**config.mk**
```make
export PLATFORM = sky130hd
export DESIGN_NAME = channel_completion_monitor_unit_flat
export DESIGN_NICKNAME = d
export VERILOG_FILES = /design/src/hw/rtl/ccm_pkg.sv /design/src/hw/rtl/ccm_req_if.sv /design/src/hw/rtl/ccm_rsp_if.sv /design/src/hw/rtl/channel_completion_monitor_unit.sv /design/src/flat_wrapper.sv
export SDC_FILE = /design/constraint.sdc
export NUM_CORES = 2
export LEC_CHECK = 0
export BUFFER_PORTS_ARGS = -buffer_cell sky130_fd_sc_hd__buf_4
export CORE_UTILIZATION = 40
export DETAILED_ROUTE_END_ITERATION = 7
export PLACE_DENSITY = 0.64
export SLEW_MARGIN = 20
export SYNTH_ARGS = -nofsm -noshare
export SYNTH_HDL_FRONTEND = slang
export SYNTH_SLANG_ARGS = --single-unit
export TNS_END_PERCENT = 1
```
**constraint.sdc**
```tcl
create_clock -name clk -period 5.85 [get_ports clk]
set_input_delay 1.17 -clock clk [delete_from_list [all_inputs] [get_ports clk]]
set_output_delay 1.17 -clock clk [all_outputs]
set_load 0.1 [all_outputs]
```
**src/hw/rtl/ccm_pkg.sv**
```systemverilog
// Shared types and constants for the channel completion monitor.
`default_nettype none

package ccm_pkg;

    localparam int CMD_W     = 2;
    localparam int CHAN_W    = 4;
    localparam int FENCE_W   = 32;
    localparam int STATUS_W  = 2;
    localparam int COUNT_W   = 16;
    localparam int LIMIT_W   = 16;

    localparam logic [COUNT_W-1:0] COUNT_MAX = {COUNT_W{1'b1}};
    localparam logic [COUNT_W-1:0] COUNT_ONE = COUNT_W'(1);

    typedef enum logic [CMD_W-1:0] {
        CMD_TICK   = 2'd0,
        CMD_SUBMIT = 2'd1,
        CMD_POLL   = 2'd2,
        CMD_RETIRE = 2'd3
    } cmd_t;

    typedef enum logic [STATUS_W-1:0] {
        STAT_HANDLED  = 2'd0,
        STAT_INACTIVE = 2'd1,
        STAT_SKIPPED  = 2'd2
    } status_t;

endpackage

`default_nettype wire

```
**src/hw/rtl/ccm_req_if.sv**
```systemverilog
// Command channel: valid/ready handshake carrying one command word.
`default_nettype none

interface ccm_req_if;
    logic                         valid;
    logic                         ready;
    logic [ccm_pkg::CMD_W-1:0]    cmd;
    logic [ccm_pkg::CHAN_W-1:0]   channel;
    logic [ccm_pkg::FENCE_W-1:0]  count_target;
    logic [ccm_pkg::FENCE_W-1:0]  counter_value;

    modport source (output valid, cmd, channel, count_target, counter_value, input ready);
    modport sink   (input valid, cmd, channel, count_target, counter_value, output ready);
endinterface

`default_nettype wire

```
**src/hw/rtl/ccm_rsp_if.sv**
```systemverilog
// Response channel: valid/ready handshake carrying one result word.
`default_nettype none

interface ccm_rsp_if;
    logic                          valid;
    logic                          ready;
    logic                          completed;
    logic                          abuse_detected;
    logic [ccm_pkg::CHAN_W-1:0]    channel_out;
    logic [ccm_pkg::STATUS_W-1:0]  status;

    modport source (output valid, completed, abuse_detected, channel_out, status, input ready);
    modport sink   (input valid, completed, abuse_detected, channel_out, status, output ready);
endinterface

`default_nettype wire

```
**src/hw/rtl/channel_completion_monitor_unit.sv**
```systemverilog
// Channel completion monitor: top level with per-channel fence tracking.
//
// Usage:
//   req  - command words (tick start, submit, poll, retire) with channel,
//          fence target and current fence counter.
//   rsp  - exactly one result word per command: completed, abuse_detected,
//          echoed channel and status.
//   cfg_we / cfg_wdata - write of abuse_limit (0 turns abuse checking off);
//          write only while no command is in flight.
// Path: a word accepted on req passes the input register and then the result
//   register before it shows on rsp.
//   Throughput: one word per cycle while rsp takes its words; the whole update
//   of a command (fence compare, count step, count reset of the other channels)
//   sits between the input register and the result register.
// Fence targets live in a small memory read at acceptance; a submit still in
//   the input register is forwarded to a following word on the same channel.
// Reset: all channels inactive, counts zero, abort flag clear, limit zero.
//   Target memory is not cleared; its contents are used only for active channels.
// Stall: if rsp is held off, the result register and then the input register
//   hold their words and req.ready drops; nothing is lost or repeated.
`default_nettype none

module channel_completion_monitor_unit #(
    parameter int CHANNELS = 16
) (
    input  wire logic                        clk,
    input  wire logic                        rst_n,
    ccm_req_if.sink                          req,
    ccm_rsp_if.source                        rsp,
    input  wire logic                        cfg_we,
    input  wire logic [ccm_pkg::LIMIT_W-1:0] cfg_wdata
);

    localparam int IDX_W = $clog2(CHANNELS);

    // ---------------------------------------------------------------
    // State
    // ---------------------------------------------------------------
    logic [ccm_pkg::LIMIT_W-1:0] abuse_limit_reg;
    logic [CHANNELS-1:0]         active_reg;
    logic [CHANNELS-1:0]         active_next;
    logic [ccm_pkg::COUNT_W-1:0] count_reg  [CHANNELS];
    logic [ccm_pkg::COUNT_W-1:0] count_next [CHANNELS];
    logic                        abort_reg;
    logic                        abort_next;

    // fence targets: one write port, one registered read port
    logic [ccm_pkg::FENCE_W-1:0] target_mem [CHANNELS];

    // input stage
    logic                        s1_valid_reg;
    logic [ccm_pkg::CMD_W-1:0]   s1_cmd_reg;
    logic [ccm_pkg::CHAN_W-1:0]  s1_chan_reg;
    logic [ccm_pkg::FENCE_W-1:0] s1_target_reg;
    logic [ccm_pkg::FENCE_W-1:0] s1_value_reg;
    logic [ccm_pkg::FENCE_W-1:0] tgt_rd_reg;

    // result stage
    logic                         out_valid_reg;
    logic                         out_completed_reg;
    logic                         out_abuse_reg;
    logic [ccm_pkg::CHAN_W-1:0]   out_chan_reg;
    logic [ccm_pkg::STATUS_W-1:0] out_status_reg;

    // control
    logic                 s1_adv;
    logic                 in_acc;
    logic                 commit;
    ccm_pkg::cmd_t        s1_cmd;
    logic                 ch_ok;
    logic [IDX_W-1:0]     s1_idx;
    logic [IDX_W-1:0]     in_idx;
    logic                 cur_active;
    logic [ccm_pkg::COUNT_W-1:0] cur_count;
    logic                 tgt_we;
    logic                 fwd;
    logic                 res_completed;
    logic                 res_abuse;
    ccm_pkg::status_t     res_status;

    // ---------------------------------------------------------------
    // Handshake
    // ---------------------------------------------------------------
    assign s1_adv    = !out_valid_reg || rsp.ready;
    assign req.ready = !s1_valid_reg || s1_adv;
    assign in_acc    = req.valid && req.ready;
    assign commit    = s1_valid_reg && s1_adv;

    assign s1_cmd = ccm_pkg::cmd_t'(s1_cmd_reg);
    assign ch_ok  = (32'(s1_chan_reg) < 32'(CHANNELS));
    assign s1_idx = IDX_W'(s1_chan_reg);
    assign in_idx = IDX_W'(req.channel);

    // selected channel's flags (ch_ok gates any use)
    always_comb
    begin
        cur_active = 1'b0;
        cur_count  = '0;
        for (int c = 0; c < CHANNELS; c++)
        begin
            if (IDX_W'(c) == s1_idx)
            begin
                cur_active = active_reg[c];
                cur_count  = count_reg[c];
            end
        end
    end

    // ---------------------------------------------------------------
    // Command evaluation
    // ---------------------------------------------------------------
    always_comb
    begin
        active_next   = active_reg;
        count_next    = count_reg;
        abort_next    = abort_reg;
        tgt_we        = 1'b0;
        res_completed = 1'b0;
        res_abuse     = 1'b0;
        res_status    = ccm_pkg::STAT_HANDLED;

        if (s1_cmd == ccm_pkg::CMD_TICK)
        begin
            abort_next = 1'b0;
        end
        else if (!ch_ok)
        begin
            res_status = ccm_pkg::STAT_INACTIVE;
        end
        else
        begin
            case (s1_cmd)
                ccm_pkg::CMD_SUBMIT:
                begin
                    active_next[s1_idx] = 1'b1;
                    count_next[s1_idx]  = ccm_pkg::COUNT_ONE;
                    tgt_we              = 1'b1;
                end
                ccm_pkg::CMD_POLL:
                begin
                    if (abort_reg)
                    begin
                        res_status = ccm_pkg::STAT_SKIPPED;
                    end
                    else if (!cur_active)
                    begin
                        res_status = ccm_pkg::STAT_INACTIVE;
                    end
                    else if (s1_value_reg >= tgt_rd_reg)
                    begin
                        active_next[s1_idx] = 1'b0;
                        count_next[s1_idx]  = '0;
                        res_completed       = 1'b1;
                    end
                    else if (abuse_limit_reg != '0 && cur_count != '0)
                    begin
                        if (cur_count != ccm_pkg::COUNT_MAX)
                        begin
                            count_next[s1_idx] = cur_count + ccm_pkg::COUNT_ONE;
                        end
                        if (cur_count > abuse_limit_reg)
                        begin
                            res_abuse  = 1'b1;
                            abort_next = 1'b1;
                            for (int c = 0; c < CHANNELS; c++)
                            begin
                                if (IDX_W'(c) != s1_idx && active_reg[c] &&
                                    count_reg[c] != '0)
                                begin
                                    count_next[c] = ccm_pkg::COUNT_ONE;
                                end
                            end
                        end
                    end
                end
                ccm_pkg::CMD_RETIRE:
                begin
                    if (cur_active)
                    begin
                        active_next[s1_idx] = 1'b0;
                        count_next[s1_idx]  = '0;
                        res_completed       = 1'b1;
                    end
                    else
                    begin
                        res_status = ccm_pkg::STAT_INACTIVE;
                    end
                end
                default:
                begin
                    res_status = ccm_pkg::STAT_HANDLED;
                end
            endcase
        end
    end

    // ---------------------------------------------------------------
    // Control registers
    // ---------------------------------------------------------------
    always_ff @(posedge clk or negedge rst_n)
    begin
        if (!rst_n)
        begin
            abuse_limit_reg <= '0;
            active_reg      <= '0;
            abort_reg       <= 1'b0;
            s1_valid_reg    <= 1'b0;
            out_valid_reg   <= 1'b0;
            for (int c = 0; c < CHANNELS; c++)
            begin
                count_reg[c] <= '0;
            end
        end
        else
        begin
            if (cfg_we)
            begin
                abuse_limit_reg <= cfg_wdata;
            end
            if (commit)
            begin
                active_reg <= active_next;
                abort_reg  <= abort_next;
                count_reg  <= count_next;
            end
            if (req.ready)
            begin
                s1_valid_reg <= req.valid;
            end
            if (s1_adv)
            begin
                out_valid_reg <= s1_valid_reg;
            end
        end
    end

    // ---------------------------------------------------------------
    // Payload registers and target memory
    // ---------------------------------------------------------------
    // a submit committing now is newer than the memory contents
    assign fwd = commit && tgt_we && (s1_chan_reg == req.channel);

    always_ff @(posedge clk)
    begin
        if (commit && tgt_we)
        begin
            target_mem[s1_idx] <= s1_target_reg;
        end
        if (in_acc)
        begin
            s1_cmd_reg    <= req.cmd;
            s1_chan_reg   <= req.channel;
            s1_target_reg <= req.count_target;
            s1_value_reg  <= req.counter_value;
            tgt_rd_reg    <= fwd ? s1_target_reg : target_mem[in_idx];
        end
        if (commit)
        begin
            out_completed_reg <= res_completed;
            out_abuse_reg     <= res_abuse;
            out_chan_reg      <= s1_chan_reg;
            out_status_reg    <= res_status;
        end
    end

    assign rsp.valid          = out_valid_reg;
    assign rsp.completed      = out_completed_reg;
    assign rsp.abuse_detected = out_abuse_reg;
    assign rsp.channel_out    = out_chan_reg;
    assign rsp.status         = out_status_reg;

    // ---------------------------------------------------------------
    // Assertions
    // ---------------------------------------------------------------
    logic [CHANNELS-1:0] cnt_nz;

    always_comb
    begin
        for (int c = 0; c < CHANNELS; c++)
        begin
            cnt_nz[c] = (count_reg[c] != '0);
        end
    end

    // a channel holds a nonzero count exactly while it is active
    assert property (@(posedge clk) disable iff (!rst_n) active_reg == cnt_nz)
        else $error("period count out of step with channel activity");

    // an abuse result leaves the tick aborted
    assert property (@(posedge clk) disable iff (!rst_n)
        commit && res_abuse |=> abort_reg)
        else $error("abuse flagged without aborting the tick");

    // skipped polls only happen while the tick is aborted
    assert property (@(posedge clk) disable iff (!rst_n)
        commit && res_status == ccm_pkg::STAT_SKIPPED |-> abort_reg)
        else $error("poll skipped outside an aborted tick");

    // a word never both completes and flags abuse
    assert property (@(posedge clk) disable iff (!rst_n)
        out_valid_reg |-> !(out_completed_reg && out_abuse_reg))
        else $error("completion and abuse reported together");

endmodule

`default_nettype wire
```
**src/flat_wrapper.sv**
```systemverilog
// flat-port wrapper written by rule: the top's interface ports become plain ports
module channel_completion_monitor_unit_flat 
#(
    parameter int CHANNELS = 16
)
  (clk, rst_n, cfg_we, cfg_wdata, req_valid, req_cmd, req_channel, req_count_target, req_counter_value, req_ready, rsp_valid, rsp_completed, rsp_abuse_detected, rsp_channel_out, rsp_status, rsp_ready);
  ccm_req_if req_i ();
  ccm_rsp_if rsp_i ();
  input  wire logic clk;
  input  wire logic rst_n;
  input  wire logic cfg_we;
  input  wire logic [ccm_pkg::LIMIT_W-1:0] cfg_wdata;
  input wire logic [$bits(req_i.valid)-1:0] req_valid;
  input wire logic [$bits(req_i.cmd)-1:0] req_cmd;
  input wire logic [$bits(req_i.channel)-1:0] req_channel;
  input wire logic [$bits(req_i.count_target)-1:0] req_count_target;
  input wire logic [$bits(req_i.counter_value)-1:0] req_counter_value;
  output wire logic [$bits(req_i.ready)-1:0] req_ready;
  output wire logic [$bits(rsp_i.valid)-1:0] rsp_valid;
  output wire logic [$bits(rsp_i.completed)-1:0] rsp_completed;
  output wire logic [$bits(rsp_i.abuse_detected)-1:0] rsp_abuse_detected;
  output wire logic [$bits(rsp_i.channel_out)-1:0] rsp_channel_out;
  output wire logic [$bits(rsp_i.status)-1:0] rsp_status;
  input wire logic [$bits(rsp_i.ready)-1:0] rsp_ready;
  assign req_i.valid = req_valid;
  assign req_i.cmd = req_cmd;
  assign req_i.channel = req_channel;
  assign req_i.count_target = req_count_target;
  assign req_i.counter_value = req_counter_value;
  assign req_ready = req_i.ready;
  assign rsp_valid = rsp_i.valid;
  assign rsp_completed = rsp_i.completed;
  assign rsp_abuse_detected = rsp_i.abuse_detected;
  assign rsp_channel_out = rsp_i.channel_out;
  assign rsp_status = rsp_i.status;
  assign rsp_i.ready = rsp_ready;
  channel_completion_monitor_unit #(.CHANNELS(CHANNELS)) u_core (.clk(clk), .rst_n(rst_n), .req(req_i), .rsp(rsp_i), .cfg_we(cfg_we), .cfg_wdata(cfg_wdata));
endmodule
```
==> impl_metrics.env <==
export IMPL_outcome="completed"
export IMPL_drv_cap=0
export IMPL_cp_max_fo=16
export IMPL_synth_top_area_share_pct=44.7
export IMPL_drtAntennaViolNets=0
export IMPL_synth_distinct_cells=98
export IMPL_grt_pass1_wl_mm=208
export IMPL_rrSetupSlack_ns=0.32
export IMPL_cp_data_required_time_ns=6.45
export IMPL_p_leak_nw=17.3
export IMPL_p_sw_mw=4.84
export IMPL_setup_viol=0
export IMPL_synth_area_leader_cell="edfxtp_1"
export IMPL_wl_per_cell_um=31.7
export IMPL_drc=0
export IMPL_gp_congestion=1.03
export IMPL_timing_rr_start="u_core.s1_chan_reg[3]"
export IMPL_synthAdderAreaFrac_pct=1.50
export IMPL_clock_latency_ns=0.71
export IMPL_fp_coreArea_sq_um=103000
export IMPL_post_cts_buffers=0
export IMPL_vias_per_cell=6.35
export IMPL_post_route_period_util_pct=94.5
export IMPL_start_util_pct=40.3
export IMPL_crit_type="flop to flop"
export IMPL_fin_ws_ns=0.319
export IMPL_cp_end_kind="flop"
export IMPL_hold_path_startpoint="u_core.s1_valid_reg"
export IMPL_synth_simple_area_share_pct=7.65
export IMPL_muxShareOfSynthArea_pct=11.1
export IMPL_port_buffers=100
export IMPL_synth_ff_type="edfxtp_1"
export IMPL_power_frac_seq_pct=47.5
export IMPL_vias=29020
export IMPL_swShare_pct=29.1
export IMPL_finalMaxSlewViolations=0
export IMPL_grt_ovfl_total=0
export IMPL_cts_sinks=913
export IMPL_clk_pin_slew_ns=0.06
export IMPL_root_buffer="clkbuf_16"
export IMPL_cts_hold_buf=0
export IMPL_cts_tree="done"
export IMPL_antenna_found_initial=3
export IMPL_synth_nets=3079
export IMPL_cts_buffers=95
export IMPL_relSlewSlack_pct=24.3
export IMPL_syn_area_per_cell_sq_um=14.2
export IMPL_timing_clock_skew_ns=0.0369
export IMPL_tightestPinTransition_ns=1.13
export IMPL_worstSetupStartpointType="flop"
export IMPL_worst_r2r_path_depth=18
export IMPL_comb_power_share_pct=15.5
export IMPL_drt_iter0_drc=3680
export IMPL_rows=118
export IMPL_synth_seq_cells=913
export IMPL_num_io_pins=101
export IMPL_yosysWarnings=0
export IMPL_clock_path_buffers=3
export IMPL_whs_path_depth=1
export IMPL_finalHoldViolations=0
export IMPL_max_vdd_ir_drop_v=0.000340
export IMPL_critPathArrivalTime_ns=6.13
export IMPL_drive_gt1_share_pct=22.5
export IMPL_htree_levels=3
export IMPL_yosys_top_cells_area="edfxtp_1 (45%), dfrtp_1 (17%), mux4_2 (8.8%), o2bb2ai_1 (2.4%), o21ai_0 (1.6%)"
export IMPL_p_clk_share_pct=36.9
export IMPL_p_per_area_nw_per_um2=345
export IMPL_synthXorXnorAreaFrac_pct=0.231
export IMPL_dr_pass1_iters=6
export IMPL_synth_compound_area_share_pct=13.9
export IMPL_ys_async_sr_fraction_pct=31.9
export IMPL_largest_register_ffs=512
export IMPL_chipWidth_um=325
export IMPL_fmax_mhz=181
export IMPL_yosysSeqAreaShare_pct=62.2
export IMPL_seqCellArea_sq_um=26000
export IMPL_finalWirelength_mm=145
export IMPL_nNetsFinal=3255
export IMPL_grt_max_degree=124
export IMPL_fin_area_sq_um=48200
export IMPL_hold_end="u_core.rsp.valid"
export IMPL_place_area_sq_um=45000
export IMPL_grt_total_usage_pct=27.3
export IMPL_p_int_mw=11.8
export IMPL_fillers=9055
export IMPL_place_hpwl_mm=97.2
export IMPL_synth_edf_count=622
export IMPL_min_path_type="flop to flop"
export IMPL_dp_worst_setup_slack_ns=0.306
export IMPL_r2r_end="u_core.count_reg[251]"
export IMPL_area_growth_pct=15.5
export IMPL_tns_ns=0
export IMPL_cts_resized=0
export IMPL_timing_final_crit_period_ns=5.53
export IMPL_die_h_um=325
export IMPL_dieArea_sq_um=106000
export IMPL_rsz0062_at_grt="no"
export IMPL_multiInputGateArea_sq_um=14600
export IMPL_grt_pass1_vias=28342
export IMPL_synth_top_family_by_area="compound AO/OA/AOI/OAI gates"
export IMPL_synthCells=2938
export IMPL_synthesis_area_sq_um=41700
[synth_stat cells, types with 44 or more instances]
| master | number |
|---|---|
| clkbuf_1 | 112 |
| a22o_1 | 66 |
| edfxtp_1 | 622 |
| nor4_1 | 83 |
| mux2_2 | 46 |
| dfrtp_1 | 291 |
| nor2_1 | 140 |
| inv_1 | 107 |
| o2bb2ai_1 | 113 |
| ha_1 | 50 |
| nand2_1 | 125 |
| nand4_1 | 48 |
| buf_2 | 46 |
| a21oi_1 | 99 |
| mux4_2 | 163 |
| o21ai_0 | 136 |
| mux2i_1 | 44 |
[worst max path at each step]
stage	startpoint	end	slack [ns]
floorplan	rsp_ready	u_core.s1_chan_reg[0]	0.96
global placement	u_core.s1_chan_reg[3]	u_core.count_reg[229]	0.38
detailed placement	u_core.s1_chan_reg[3]	u_core.count_reg[229]	0.31
CTS	u_core.s1_chan_reg[3]	u_core.count_reg[237]	0.23
global route	u_core.s1_chan_reg[3]	u_core.count_reg[201]	0.13
finish	u_core.s1_chan_reg[3]	u_core.count_reg[251]	0.32
[power groups by stage]
stage | sequential [mW] | clock, mW | combinational (mW)
final | 7.90 | 6.14 | 2.58
after global routing | 7.92 | 6.46 | 2.71
after CTS | 7.87 | 6.23 | 2.52
after detailed placement | 7.99 | 0 | 2.51
after global placement | 8.00 | 0 | 2.51
after floorplan | 7.77 | 0 | 1.44
[final cells by class]
cell class                 count  area share, %
clock buffer                 118           5.19
timing repair buffer         290           4.87
antenna                        1        0.00519
clock inverter                54           1.31
tap                         1380           3.58
multi-input combinational   1706           30.3
inverter                     108          0.841
sequential                   913           53.9
[metal layers]
metal | routed length, um | GRT usage, % | share of wire [%]
met2 | 66100 | 42.1 | 46
met1 | 61000 | 38.3 | 42
met5 | 16 | 0 | 0.011
met3 | 11700 | 4.73 | 8.1
met4 | 6220 | 11.0 | 4.3
[metrics by stage]
step	hold WS (ns)	power [mW]	util, %	instances
after floorplan	0.421	9.21	-	2938
after global placement	0.478	10.5	43.5	4397
after detailed placement	0.500	10.5	43.5	4397
after CTS	0.518	16.6	46.6	4569
after global routing	0.536	17.1	46.6	4569
final	0.508	16.6	46.6	4570
[critical path, stage by stage (launching register included)]
cell       delay (ns)
edfxtp_1         0.67
buf_4            0.33
and2_1           0.35
o21ai_0          0.31
o221ai_1         0.20
or4b_2           0.76
nand2_1          0.14
inv_1            0.08
ha_1             0.18
a21o_1           0.17
a21o_1           0.17
a211o_1          0.29
o211ai_1         0.15
a41o_1           0.67
nor2_1           0.18
and2_1           0.22
o21ai_1          0.18
buf_4            0.23
o2bb2ai_1        0.14
[cell families (layout without fill, tap and decap cells)]
kind of cell / after synthesis / after routing
muxes: 253 / 253
other: 0 / 1
and+or+nand+nor: 594 / 594
DFF: 913 / 913
adders and majority gates: 50 / 50
xor gates and xnor gates: 11 / 11
buffers and inverters: 319 / 570
AOI/OAI and AO/OA: 798 / 798
[cells in the final DEF, fill, tap and decap left out, drive strengths merged, types with 41 or more instances in the layout]
master / n
nor2: 140
a21oi: 99
mux2: 46
nand2: 127
mux4: 163
o2bb2ai: 113
edfxtp: 622
ha: 50
o21ai: 153
mux2i: 44
buf: 290
a22o: 66
clkbuf: 118
o31ai: 42
dfrtp: 291
inv: 111
nand4: 52
nor4: 91
clkinv: 41
Note: power is estimated with default switching activity, not from simulation.
